--- config.mk ---
export PLATFORM = sky130hd
export DESIGN_NAME = sgn3d_falloff
export DESIGN_NICKNAME = d
export VERILOG_FILES = /design/src/rtl/solid_gradient_noise_3d_assert.svh /design/src/rtl/sgn3d_pkg.sv /design/src/rtl/sgn3d_falloff.sv
export SDC_FILE = /design/constraint.sdc
export NUM_CORES = 2
export LEC_CHECK = 0
export BUFFER_PORTS_ARGS = -buffer_cell sky130_fd_sc_hd__buf_2
export CAP_MARGIN = 15
export CORE_UTILIZATION = 55
export CTS_BUF_LIST = sky130_fd_sc_hd__clkbuf_4 sky130_fd_sc_hd__clkbuf_8
export DETAILED_ROUTE_END_ITERATION = 8
export PLACE_DENSITY = 0.71
export SYNTH_ARGS = -nofsm -noshare
export SYNTH_HDL_FRONTEND = slang
export SYNTH_SLANG_ARGS = --single-unit
--- constraint.sdc ---
create_clock -name clock -period 9 [get_ports clock]
set_input_delay 0 -clock clock [delete_from_list [all_inputs] [get_ports clock]]
set_output_delay 0 -clock clock [all_outputs]
set_load 0.02 [all_outputs]
--- src/rtl/solid_gradient_noise_3d_assert.svh ---
// Assertion macros shared by the gradient noise RTL.
`ifndef SOLID_GRADIENT_NOISE_3D_ASSERT_SVH
`define SOLID_GRADIENT_NOISE_3D_ASSERT_SVH
// Same-cycle implication, gated off during reset.
`define SGN3D_ASSERT_NOW(label, clk, rst, ante, cons, msg) \
   label: assert property (@(posedge clk) disable iff (rst) (ante) |-> (cons)) else $error(msg);
// Next-cycle implication, gated off during reset.
`define SGN3D_ASSERT_NEXT(label, clk, rst, ante, cons, msg) \
   label: assert property (@(posedge clk) disable iff (rst) (ante) |=> (cons)) else $error(msg);
`endif

--- src/rtl/sgn3d_pkg.sv ---
// Shared types, constants and helper functions for the gradient noise block.
package sgn3d_pkg;

   localparam logic [63:0] PERM_RESET = 64'hFEDCBA9876543210;
   localparam int          NUM_STAGES = 10;

   typedef logic signed [11:0] cell_type;
   typedef logic        [11:0] frac_type;
   typedef logic        [12:0] mag_type;
   typedef logic        [16:0] wgt_type;
   typedef logic signed [14:0] dot_type;
   typedef logic        [3:0]  nib_type;

   localparam logic signed [1:0] GRAD_X [16] = '{
      2'b01, 2'b11, 2'b01, 2'b11, 2'b01, 2'b11, 2'b01, 2'b11,
      2'b00, 2'b00, 2'b00, 2'b00, 2'b01, 2'b11, 2'b00, 2'b00};
   localparam logic signed [1:0] GRAD_Y [16] = '{
      2'b01, 2'b01, 2'b11, 2'b11, 2'b00, 2'b00, 2'b00, 2'b00,
      2'b01, 2'b11, 2'b01, 2'b11, 2'b01, 2'b01, 2'b11, 2'b11};
   localparam logic signed [1:0] GRAD_Z [16] = '{
      2'b00, 2'b00, 2'b00, 2'b00, 2'b01, 2'b01, 2'b11, 2'b11,
      2'b01, 2'b01, 2'b11, 2'b11, 2'b00, 2'b00, 2'b01, 2'b11};

   // Permutation entry at |n| mod 16.
   function automatic nib_type perm_pick(input logic [63:0] perm, input logic signed [13:0] n);
      nib_type m;
      m = n[13] ? 4'(4'd0 - n[3:0]) : n[3:0];
      return perm[{m, 2'b00} +: 4];
   endfunction

   // One gradient component times an offset.
   function automatic dot_type grad_term(input logic signed [1:0] g,
                                         input logic signed [12:0] off);
      dot_type r;
      unique case (g)
         2'b01:   r = 15'(off);
         2'b11:   r = -15'(off);
         default: r = '0;
      endcase
      return r;
   endfunction

endpackage

--- src/rtl/sgn3d_falloff.sv ---
// Four-stage falloff w(t) = 1 - 10t^3 + 15t^4 - 6t^5, rounded to Q.16.
module sgn3d_falloff
   import sgn3d_pkg::*;
(
   input  logic       clock,
   input  logic [3:0] en_i,
   input  mag_type    a_i,
   output wgt_type    w_o
);

   mag_type      a_ff;
   logic [24:0]  sq_ff;
   logic [36:0]  a3_ff;
   logic [27:0]  poly_ff;
   logic [46:0]  phi_ff;
   logic [45:0]  plo_ff;
   wgt_type      w_ff;

   logic [37:0]  sq_full;
   logic [37:0]  a3_full;
   logic [29:0]  poly_full;
   logic [60:0]  prod;
   logic [60:0]  wfull;

   assign sq_full   = 38'(a_i) * 38'(a_i);
   assign a3_full   = 38'(sq_ff) * 38'(a_ff);
   assign poly_full = 30'd167772160 + 30'(sq_ff) * 30'd6 - 30'(a_ff) * 30'd61440;
   assign prod      = (61'(phi_ff) << 18) + 61'(plo_ff);
   assign wfull     = 61'h1000_0800_0000_0000 - prod;

   always_ff @(posedge clock) begin
      if (en_i[0]) begin
         a_ff  <= a_i;
         sq_ff <= sq_full[24:0];
      end
      if (en_i[1]) begin
         a3_ff   <= a3_full[36:0];
         poly_ff <= poly_full[27:0];
      end
      if (en_i[2]) begin
         phi_ff <= 47'(a3_ff[36:18]) * 47'(poly_ff);
         plo_ff <= 46'(a3_ff[17:0]) * 46'(poly_ff);
      end
      if (en_i[3]) begin
         w_ff <= wfull[60:44];
      end
   end

   assign w_o = w_ff;

endmodule

==> results.md <==
- In the final timing run, aggregate negative setup slack is 0 ps.
- The dominant cell by count in the synthesized netlist is inv_1.
- Global routing finished with a remaining overflow of 0.
- The post-synthesis net count is 8020.
- fa_1 takes more of the synthesized area than any other cell.
- The class of the most critical hold timing path is input pin to flip-flop.
- The starting DRC count in detailed routing is 2565.
- The sequential element share of the synthesized area is 0.106.
- The share of final-layout standard cells stronger than drive strength 1 is 0.0309.
- The final layout net count is 7932.
- After synthesis, the most frequently instantiated cells are inv_1 (1516), fa_1 (1180), nand2_1 (883), and2_1 (559), ha_1 (546).
- The largest net degree at the start of global routing is 63.
- The final count of pins violating max slew was 0.
- The number of global-route vias before repair is 45100.
- In this run the horizontal extent of the chip is 325 um.
- Counting both buffers and inverters, the worst setup path holds a total of 4.
- The initial antenna violation count is 1.
- The maximum number of buffers from clock root to sink is 3.
- The TritonCTS clock tree is built.
- The distinct cell type count after synthesis is 69.
- Setup violations remaining at the end of the flow were counted as 0.
- The H-tree depth is 2.
- The type of element capturing the critical path is a flip-flop.
- The number of maximum-capacitance constraint violations is 0.
- For this run, the detailed router's first-pass iteration total came to 8.
- The area added between synthesis and finish is 4.39%.
- In the global route stage, overall resource usage came out at 0.272.
- The mapped cell area is 0.0574 sq mm.
- The synthesized area per cell is 9.14 sq um.
- The count of pins on the block boundary is 35.
- In this run the tightest slew margin relative to its limit is 0.194.
- The hold violation count in the final report came to 0.
- Dividing the final minimum period by the clock period gives 0.880.
- Yosys printed 0 warnings.
- For this configuration, the core starts out at a cell density of 0.554.
- In this run the worst path has a maximum fanout of 21.
- The clock-pin slew on the worst setup and hold paths is 60 ps.
- The post-cts hold buffer count is 16.
- Yosys attributes the largest share of cell area to fa_1 (41%), ha_1 (12%), edfxtp_1 (11%).
- Walking the worst path, the cells encountered are buf_4, nand2_1, fa_1, inv_1, fa_1, fa_1, fa_1, fa_1, inv_1, fa_1, inv_1, ha_1, and3_1, a221oi_1, o221ai_1, a21oi_1, o41ai_2, a221oi_1, o311a_1, o21ai_1, o211a_1, a211o_1.
- The number of clock sinks is 202.
- The summed area of non-filler cells in the final layout is 0.0599 sq mm.
- The critical path class is flip-flop to flip-flop.
- The clock buffer count from CTS is 40.
- Across all layers, the routed design uses 41200 vias.
- Counting flops and latches in the post-synthesis netlist gives 202.
- Row generation in the floorplan step produced 118 rows.
- The peak per-stage delay on the critical path is 860 ps.
- The share of synthesized area in the top cell type comes to 0.412.
- In the routed design, unresolved DRC markers number 0.
- The signal arrival time at the worst endpoint is 8280 ps.
- The clock tree skew after final layout is 63.6 ps.
- The placed instances occupy a cell area of 0.0589 sq mm.
- Summed over all layers, the routed wires come to 136000 um.
- The minimum clock period after layout is 7920 ps.
- The pin slew with the least headroom to its limit is 1210 ps.
- The fill cell instance count of the final layout is 9086.
- For this design, the slowest cell found on the critical path is edfxtp_1.
- The worst setup path is launched from a flip-flop.
- The required time of the worst setup path is 9360 ps.
- Synthesis handed over a netlist of 6276 instances.
- Routability-driven placement finished with a final weighted congestion of 0.932.
- In this run the standard cell core region covers 0.103 sq mm.
- Post-CTS timing repair inserted 0 buffers for setup.
- The CTS root buffer is clkbuf_8.
- In this run the remaining antenna-violating nets after routing total 0.
- In the synthesized netlist the async set-or-reset flop fraction comes to 0.
- The first global-routing pass estimated 230000 um of wire.
- The average via count per standard cell is 5.43.
- Setup repair after global routing left no endpoint under its margin.
- The number of cells upsized or downsized after cts is 0.
- The kind of cell adding the most delay to the critical path is adder cells.
- After detailed routing, the average wire length per cell comes to 17.8 um.
- The later pin in the worst-skew pair is clocked with a latency of 650 ps.
- The floorplan step defined a die boundary enclosing 0.106 sq mm.
- Among the stages of the critical path, the cell type that occurs most often is fa_1.
- For this run, the leading register cell type out of synthesis is edfxtp_1.
- The count of buffers added on input and output ports is 34.
- The die is 325 um tall.
- The number of enable flip-flop cells after synthesis is 202.
- The detailed-placement wirelength estimate is 108000 um.
- Static timing analysis puts the maximum clock frequency at 0.126 GHz.
- The run finished with clean final reports.
worst paths after layout:
kind	cells past startpoint	slack [ps]	endpoint	from
worst max register to register	22	1080	phi_ff[42]	poly_ff[13]
worst max-delay path	22	1080	phi_ff[42]	poly_ff[13]
worst min-delay path	2	100	a3_ff[15]	en_i[1]
worst min register to register	2	770	w_o[16]	phi_ff[42]
kinds of logic after synthesis:
family | Yosys count | synth area share
adder cells (fa/ha/maj) | 1726 | 0.531
XOR/XNOR | 216 | 0.0330
AO/OA/AOI/OAI | 573 | 0.0651
buffers and inverters | 1768 | 0.116
AND/OR/NAND/NOR | 1788 | 0.149
multiplexers | 3 | 0.000545
flip-flops | 202 | 0.106
routing by layer:
layer	part of all wire	routed length, um	global-route usage
met5	0.00070	95	0.00634
met4	0.031	4250	0.0826
met3	0.068	9270	0.0426
met2	0.49	66100	0.469
met1	0.41	55800	0.351
cell type report:
type / count / area (sq um) / area share
diodes: 1 / 2.50 / 0.0000418
clock buffers: 48 / 617 / 0.0103
clock inverters: 22 / 211 / 0.00353
inverters: 1516 / 5690 / 0.0950
multi-input cells: 4306 / 44700 / 0.746
flip-flops and latches: 202 / 6070 / 0.101
well taps: 1380 / 1730 / 0.0288
repair buffers: 122 / 906 / 0.0151
per-stage QoR:
step | util | worst slack (ps) | hold slack [ps] | instances
floorplan | - | 2280 | 98.9 | 6276
global placement | 0.569 | 1430 | 392 | 7509
detailed placement | 0.569 | 1240 | 398 | 7509
CTS | 0.578 | 1180 | 101 | 7595
global route | 0.579 | 741 | 138 | 7597
finish | 0.579 | 1080 | 104 | 7597
state kept, by name, summed over array words and instances, names as in the netlist:
signal	flops
a_ff	13
poly_ff	25
phi_ff	42
plo_ff	45
w_o	17
sq_ff	23
a3_ff	37
placed cells by master (no fill, tap or decap), drive strengths merged, types with 7 or more instances in the layout:
cell and count:
inv 1516, fa 1180, nand2 883, and2 559, ha 546, edfxtp 202, a21oi 183, xnor2 153
nor2 135, buf 106, o21ai 99, a21o 85, xor2 63, clkbuf 48, nor3 44, nand3 43
nor2b 30, o21bai 27, nand2b 25, o21a 23, a31oi 18, a211oi 17, and3 16, dlygate4sd3 16
nand4 15, clkinv 15, o311ai 14, or3 12, o211ai 11, a21boi 10, o31ai 9, a221oi 8
or2 7, o2111ai 7, a31o 7
Power is left out: the tool's default activity adds up to more than one toggle a clock period on the data nets, which glitch-free logic cannot reach.
