[src/rtl/solid_gradient_noise_3d_assert.svh]
// Assertion macros shared by the gradient noise RTL.
`ifndef SOLID_GRADIENT_NOISE_3D_ASSERT_SVH
`define SOLID_GRADIENT_NOISE_3D_ASSERT_SVH
// Same-cycle implication, gated off during reset.
`define SGN3D_ASSERT_NOW(label, clk, rst, ante, cons, msg) \
   label: assert property (@(posedge clk) disable iff (rst) (ante) |-> (cons)) else $error(msg);
// Next-cycle implication, gated off during reset.
`define SGN3D_ASSERT_NEXT(label, clk, rst, ante, cons, msg) \
   label: assert property (@(posedge clk) disable iff (rst) (ante) |=> (cons)) else $error(msg);
`endif

[src/rtl/sgn3d_pkg.sv]
// Shared types, constants and helper functions for the gradient noise block.
package sgn3d_pkg;

   localparam logic [63:0] PERM_RESET = 64'hFEDCBA9876543210;
   localparam int          NUM_STAGES = 10;

   typedef logic signed [11:0] cell_type;
   typedef logic        [11:0] frac_type;
   typedef logic        [12:0] mag_type;
   typedef logic        [16:0] wgt_type;
   typedef logic signed [14:0] dot_type;
   typedef logic        [3:0]  nib_type;

   localparam logic signed [1:0] GRAD_X [16] = '{
      2'b01, 2'b11, 2'b01, 2'b11, 2'b01, 2'b11, 2'b01, 2'b11,
      2'b00, 2'b00, 2'b00, 2'b00, 2'b01, 2'b11, 2'b00, 2'b00};
   localparam logic signed [1:0] GRAD_Y [16] = '{
      2'b01, 2'b01, 2'b11, 2'b11, 2'b00, 2'b00, 2'b00, 2'b00,
      2'b01, 2'b11, 2'b01, 2'b11, 2'b01, 2'b01, 2'b11, 2'b11};
   localparam logic signed [1:0] GRAD_Z [16] = '{
      2'b00, 2'b00, 2'b00, 2'b00, 2'b01, 2'b01, 2'b11, 2'b11,
      2'b01, 2'b01, 2'b11, 2'b11, 2'b00, 2'b00, 2'b01, 2'b11};

   // Permutation entry at |n| mod 16.
   function automatic nib_type perm_pick(input logic [63:0] perm, input logic signed [13:0] n);
      nib_type m;
      m = n[13] ? 4'(4'd0 - n[3:0]) : n[3:0];
      return perm[{m, 2'b00} +: 4];
   endfunction

   // One gradient component times an offset.
   function automatic dot_type grad_term(input logic signed [1:0] g,
                                         input logic signed [12:0] off);
      dot_type r;
      unique case (g)
         2'b01:   r = 15'(off);
         2'b11:   r = -15'(off);
         default: r = '0;
      endcase
      return r;
   endfunction

endpackage

[src/rtl/sgn3d_hash.sv]
// Four-stage corner hash through the permutation and gradient dot products.
module sgn3d_hash
   import sgn3d_pkg::*;
(
   input  logic        clock,
   input  logic [3:0]  en_i,
   input  logic [63:0] perm_i,
   input  logic [23:0] x_i,
   input  logic [23:0] y_i,
   input  logic [23:0] z_i,
   output dot_type     dot_o [8]
);

   cell_type cx0_ff, cy0_ff, cx1_ff;
   frac_type fr0_ff [3];
   frac_type fr1_ff [3];
   frac_type fr2_ff [3];
   nib_type  gz0_ff [2];
   nib_type  gy1_ff [2][2];
   nib_type  g2_ff  [8];
   dot_type  dot3_ff [8];

   always_ff @(posedge clock) begin
      if (en_i[0]) begin
         cx0_ff    <= x_i[23:12];
         cy0_ff    <= y_i[23:12];
         fr0_ff[0] <= x_i[11:0];
         fr0_ff[1] <= y_i[11:0];
         fr0_ff[2] <= z_i[11:0];
      end
      if (en_i[1]) begin
         cx1_ff <= cx0_ff;
         fr1_ff <= fr0_ff;
      end
      if (en_i[2]) begin
         fr2_ff <= fr1_ff;
      end
   end

   for (genvar bz = 0; bz < 2; bz++) begin : g_z
      logic signed [13:0] nz;
      assign nz = 14'(signed'(z_i[23:12])) + 14'(bz);
      always_ff @(posedge clock) begin
         if (en_i[0]) gz0_ff[bz] <= perm_pick(perm_i, nz);
      end
      for (genvar by = 0; by < 2; by++) begin : g_y
         logic signed [13:0] ny;
         assign ny = 14'(cy0_ff) + 14'(by) + 14'(gz0_ff[bz]);
         always_ff @(posedge clock) begin
            if (en_i[1]) gy1_ff[bz][by] <= perm_pick(perm_i, ny);
         end
      end
   end

   for (genvar c = 0; c < 8; c++) begin : g_corner
      localparam int BX = c % 2;
      localparam int BY = (c / 2) % 2;
      localparam int BZ = c / 4;
      logic signed [13:0] nx;
      logic signed [12:0] ox, oy, oz;
      dot_type            dot_in;
      assign nx = 14'(cx1_ff) + 14'(BX) + 14'(gy1_ff[BZ][BY]);
      assign ox = (BX != 0) ? 13'({1'b0, fr2_ff[0]}) - 13'd4096 : 13'({1'b0, fr2_ff[0]});
      assign oy = (BY != 0) ? 13'({1'b0, fr2_ff[1]}) - 13'd4096 : 13'({1'b0, fr2_ff[1]});
      assign oz = (BZ != 0) ? 13'({1'b0, fr2_ff[2]}) - 13'd4096 : 13'({1'b0, fr2_ff[2]});
      assign dot_in = grad_term(GRAD_X[g2_ff[c]], ox) + grad_term(GRAD_Y[g2_ff[c]], oy)
                    + grad_term(GRAD_Z[g2_ff[c]], oz);
      always_ff @(posedge clock) begin
         if (en_i[2]) g2_ff[c]   <= perm_pick(perm_i, nx);
         if (en_i[3]) dot3_ff[c] <= dot_in;
      end
      assign dot_o[c] = dot3_ff[c];
   end

endmodule

[config.mk]
export PLATFORM = sky130hd
export DESIGN_NAME = sgn3d_hash
export DESIGN_NICKNAME = d
export VERILOG_FILES = /design/src/rtl/solid_gradient_noise_3d_assert.svh /design/src/rtl/sgn3d_pkg.sv /design/src/rtl/sgn3d_hash.sv
export SDC_FILE = /design/constraint.sdc
export NUM_CORES = 1
export LEC_CHECK = 0
export BUFFER_PORTS_ARGS = -buffer_cell sky130_fd_sc_hd__buf_2
export CORE_UTILIZATION = 45
export DETAILED_ROUTE_END_ITERATION = 7
export PLACE_DENSITY = 0.61
export SYNTH_ARGS = -nofsm -noshare
export SYNTH_HDL_FRONTEND = slang
export SYNTH_SLANG_ARGS = --single-unit
export TNS_END_PERCENT = 100
[constraint.sdc]
create_clock -name clock -period 5.1 [get_ports clock]
set_clock_uncertainty 0.15 [all_clocks]
set_input_delay 0.765 -clock clock [delete_from_list [all_inputs] [get_ports clock]]
set_output_delay 0.765 -clock clock [all_outputs]
set_load 0.005 [all_outputs]
==> metrics.md <==
| Metric | Value |
|---|---|
| Yosys cell types | `69` |
| CTS tree | `done` |
| Final hold vios | `0` |
| Final #Nets | `3911` |
| Final Wtd Congestion | `1.04` |
| Critical path depth | `16` |
| Largest net degree at the start of global routing | `62` |
| DR WL/cell | `25.6 µm` |
| DR vias | `27482` |
| Fillcell total | `6537` |
| Number of global-route vias before repair | `25895` |
| Drt drc | `0` |
| Cts-stage hold buffer count | `0` |
| Global-route wire length before repair | `166000 µm` |
| Detailed Place HPWL | `84600 µm` |
| Die width | `271 µm` |
| Post-synthesis sequential area ratio | `29.5%` |
| Post-DRT Antenna Nets | `0` |
| Post-synthesis async set-or-reset flop share | `0%` |
| CP bufs+invs | `1` |
| FF-to-FF path depth | `16` |
| Outcome | `finished clean` |
| Clock-pin transition on the worst setup and hold timing paths | `60 ps` |
| Most common flop cell mapped by yosys | `edfxtp_1` |
| CP delay by family, top | `simple AND/OR/NAND/NOR gates` |
| Critical Path End | `dot3_ff[0][29]$_DFFE_PP_` |
| Worst min path class | `in2reg` |
| CP startpoint | `fr2_ff[25]$_DFFE_PP_` |
| Initial Util | `45.5%` |
| Cts bufs inserted | `37` |
| Post-route insts no fill | `4443` |
| WP data required | `5260 ps` |
| Syn Nets | `3662` |
| DRT Wirelength | `114000 µm` |
| CP cell instances | `or3_4 -> or3_4 -> or3_1 -> or3_4 -> or3_4 -> nand2_2 -> xnor2_1 -> nand2_1 -> fa_1 -> inv_1 -> ha_1 -> or3_1 -> a211o_1 -> o311ai_2 -> o21ai_1 -> xnor2_1` |
| RR Startpoint | `fr2_ff[25]$_DFFE_PP_` |
| Share of cells above drive strength 1 | `22.5%` |
| RR Endpoint | `dot3_ff[0][29]$_DFFE_PP_` |
| TNS Setup | `0 ps` |
| Placed cells | `4369` |
| Crit path launch type | `flip-flop` |
| Final setup vio count | `0` |
| EDFF count, synth | `320` |
| Syn-to-layout area delta | `13.5%` |
| DIE AREA | `73500 µm²` |
| Fin crit period | `4900 ps` |
| Critical Path Most Common Cell | `or3_4` |
| IO Pins | `261` |
| DR pass1 iterations | `6` |
| Cells after Synth | `3216` |
| Synth Cell Area | `32600 µm²` |
| R2R Setup Slk | `200 ps` |
| Fmax | `204 MHz` |
| Mean Syn Cell Area | `10.1 µm²` |
| CTS Buffer Depth | `3` |
| CORE AREA | `71600 µm²` |
| Critical path endpoint category | `flip-flop` |
| Port Buf Inserts | `260` |
| Initial antenna violation count | `5` |
| Post-layout util | `51.7%` |
| Drt via density | `6.19` |
| Syn. warnings | `0` |
| Slew Limit Headroom | `30.1%` |
| H-tree Lvls | `2` |
| CTS Sinks | `320` |
| Die Ht | `271 µm` |
| Final max-slew violation count | `0` |
| Crit share post-route | `96.1%` |
| Worst path slowest cell | `fa_1` |
| Synth Register Bits | `320` |
| Arr. time, crit path | `5060 ps` |
| Crit Path Category | `reg2reg` |
| Worst Tran Pin Value | `1050 ps` |
| Max FO, Critical Path | `7` |
| Worst path max stage delay | `550 ps` |
| GRT Resource Usage Total | `30.3%` |
| Clk_lat worst skew | `590 ps` |
| Standard-cell rows | `98` |
| Max cap viols | `0` |
| GR Overflow Total | `0` |
| Initial DRC count | `3467` |
| CTS Root Buffer Type | `clkbuf_16` |
## timing repair
item,CTS,global route
resized for setup,0,20
buffers inserted,0,7
endpoints found under the setup margin,0,13
## cell usage in the layout, fill, tap and decap left out, types with 8 or more instances in the layout
master / Yosys / layout
buf_2: 14 / 258
a211oi_1: 16 / 16
a31oi_1: 39 / 38
mux2i_1: 162 / 159
mux2_2: 16 / 16
a31o_2: 11 / 11
fa_1: 132 / 132
mux4_2: 194 / 194
a22oi_1: 88 / 88
clkbuf_16: 0 / 37
inv_1: 265 / 265
clkbuf_1: 215 / 11
nand2_1: 279 / 277
buf_4: 0 / 195
xor2_1: 62 / 62
nor2_1: 145 / 145
or3_1: 30 / 22
o31ai_1: 15 / 15
o21ai_0: 225 / 222
a21o_1: 42 / 42
o211ai_1: 9 / 9
nor2b_1: 38 / 38
and3_1: 10 / 10
nand3_1: 40 / 40
a21oi_1: 169 / 165
o22ai_1: 11 / 11
edfxtp_1: 320 / 320
or2_2: 10 / 10
ha_1: 173 / 169
o21a_1: 10 / 10
nand2b_1: 23 / 23
xnor2_1: 206 / 200
or3_4: 0 / 9
and2_1: 28 / 28
a21boi_0: 8 / 8
nor3_1: 117 / 115
## metal layers
layer / vias up / GRT usage [%] / part of all wire [%] / wire length (µm)
met5: - / 0 / 0.018 / 20
met4: 2 / 17.5 / 7.0 / 7990
met3: 450 / 6.74 / 11 / 12100
met2: 1819 / 48.1 / 45 / 51200
met1: 13059 / 38.2 / 37 / 42300
li1: 12152 / - / - / -
## through the flow
stage	worst slack, ps	hold WS [ps]	area, µm²
final	199	194	37000
after global routing	-20.1	167	37000
after CTS	100	167	36800
after detailed placement	122	255	35600
after global placement	200	252	35600
after floorplan	-93.2	250	32700
## state kept, by name (all words and copies together) (netlist names), 16 cells and up
signal,count
fr0_ff,36
fr2_ff,36
g2_ff,32
gy1_ff,16
dot3_ff,120
fr1_ff,36
## cells by family (layout without fill, tap and decap cells)
kind of cell | Yosys count | in the layout | synth area share (%)
other | 0 | 2 | 0
adders and majority gates | 305 | 305 | 14.7
and+or+nand+nor | 741 | 741 | 10.5
xor gates and xnor gates | 268 | 268 | 7.20
DFF | 320 | 320 | 29.5
muxes | 372 | 372 | 18.9
AOI/OAI and AO/OA | 695 | 695 | 13.0
buffers and inverters | 515 | 790 | 6.12
## worst min-delay path by stage
stage	end	cells after the start	slack (ps)	startpoint
floorplan	cx1_ff[0]$_DFFE_PP_	0	250	cx0_ff[0]$_DFFE_PP_
global placement	fr2_ff[23]$_DFFE_PP_	0	250	fr1_ff[23]$_DFFE_PP_
detailed placement	cx1_ff[2]$_DFFE_PP_	0	250	cx0_ff[2]$_DFFE_PP_
CTS	cx0_ff[3]$_DFFE_PP_	1	170	x_i[15]
global route	cx0_ff[3]$_DFFE_PP_	1	170	x_i[15]
finish	cx0_ff[10]$_DFFE_PP_	1	190	x_i[22]
## cell type report
class	count	area (µm²)	share of cell area, %
Antenna cell	2	5.00	0.0135
Clock buffer	48	967	2.61
Clock inverter	17	246	0.666
Inverter	271	1020	2.75
Multi-Input combinational cell	2381	21200	57.3
Sequential cell	320	9610	26.0
Tap cell	950	1190	3.21
Timing Repair Buffer	454	2780	7.50
## worst reg2reg max path, stage by stage, from the launching register on
cell and delay (ps):
edfxtp_1 380, or3_4 400, or3_4 340, or3_1 350
or3_4 350, or3_4 460, nand2_2 110, xnor2_1 110
nand2_1 100, fa_1 560, inv_1 50, ha_1 230
or3_1 380, a211o_1 260, o311ai_2 110, o21ai_1 140
xnor2_1 130
## synth_stat cells (all sizes together) (4+ instances only)
master	n	area, µm²
a21boi	8	60.1
xnor2	206	1800
ha	173	2160
mux2	16	180
inv	270	1010
o31ai	15	113
a311oi	4	35.0
nand2b	23	144
a21o	42	315
a31oi	39	244
or3b	4	35.0
mux4	194	4370
xor2	62	543
nand3	40	200
nand2	280	1060
a22o	6	52.6
nor3	117	586
o22ai	11	68.8
a22oi	88	661
buf	28	168
edfxtp	320	9610
mux2i	162	1620
clkbuf	216	812
a21oi	169	846
nor2	145	544
a31o	11	96.3
o2111ai	5	43.8
a211o	4	35.0
nand4	4	25.0
or3	31	195
and3	11	70.1
o21a	10	75.1
and2	28	175
nor2b	38	238
a211oi	16	120
o21ai	228	1140
fa	132	2640
or2	11	71.3
o211ai	9	67.6
o21bai	6	45.0
Power is left out: the tool's default activity adds up to more than one toggle a clock period on the data nets, which glitch-free logic cannot reach.
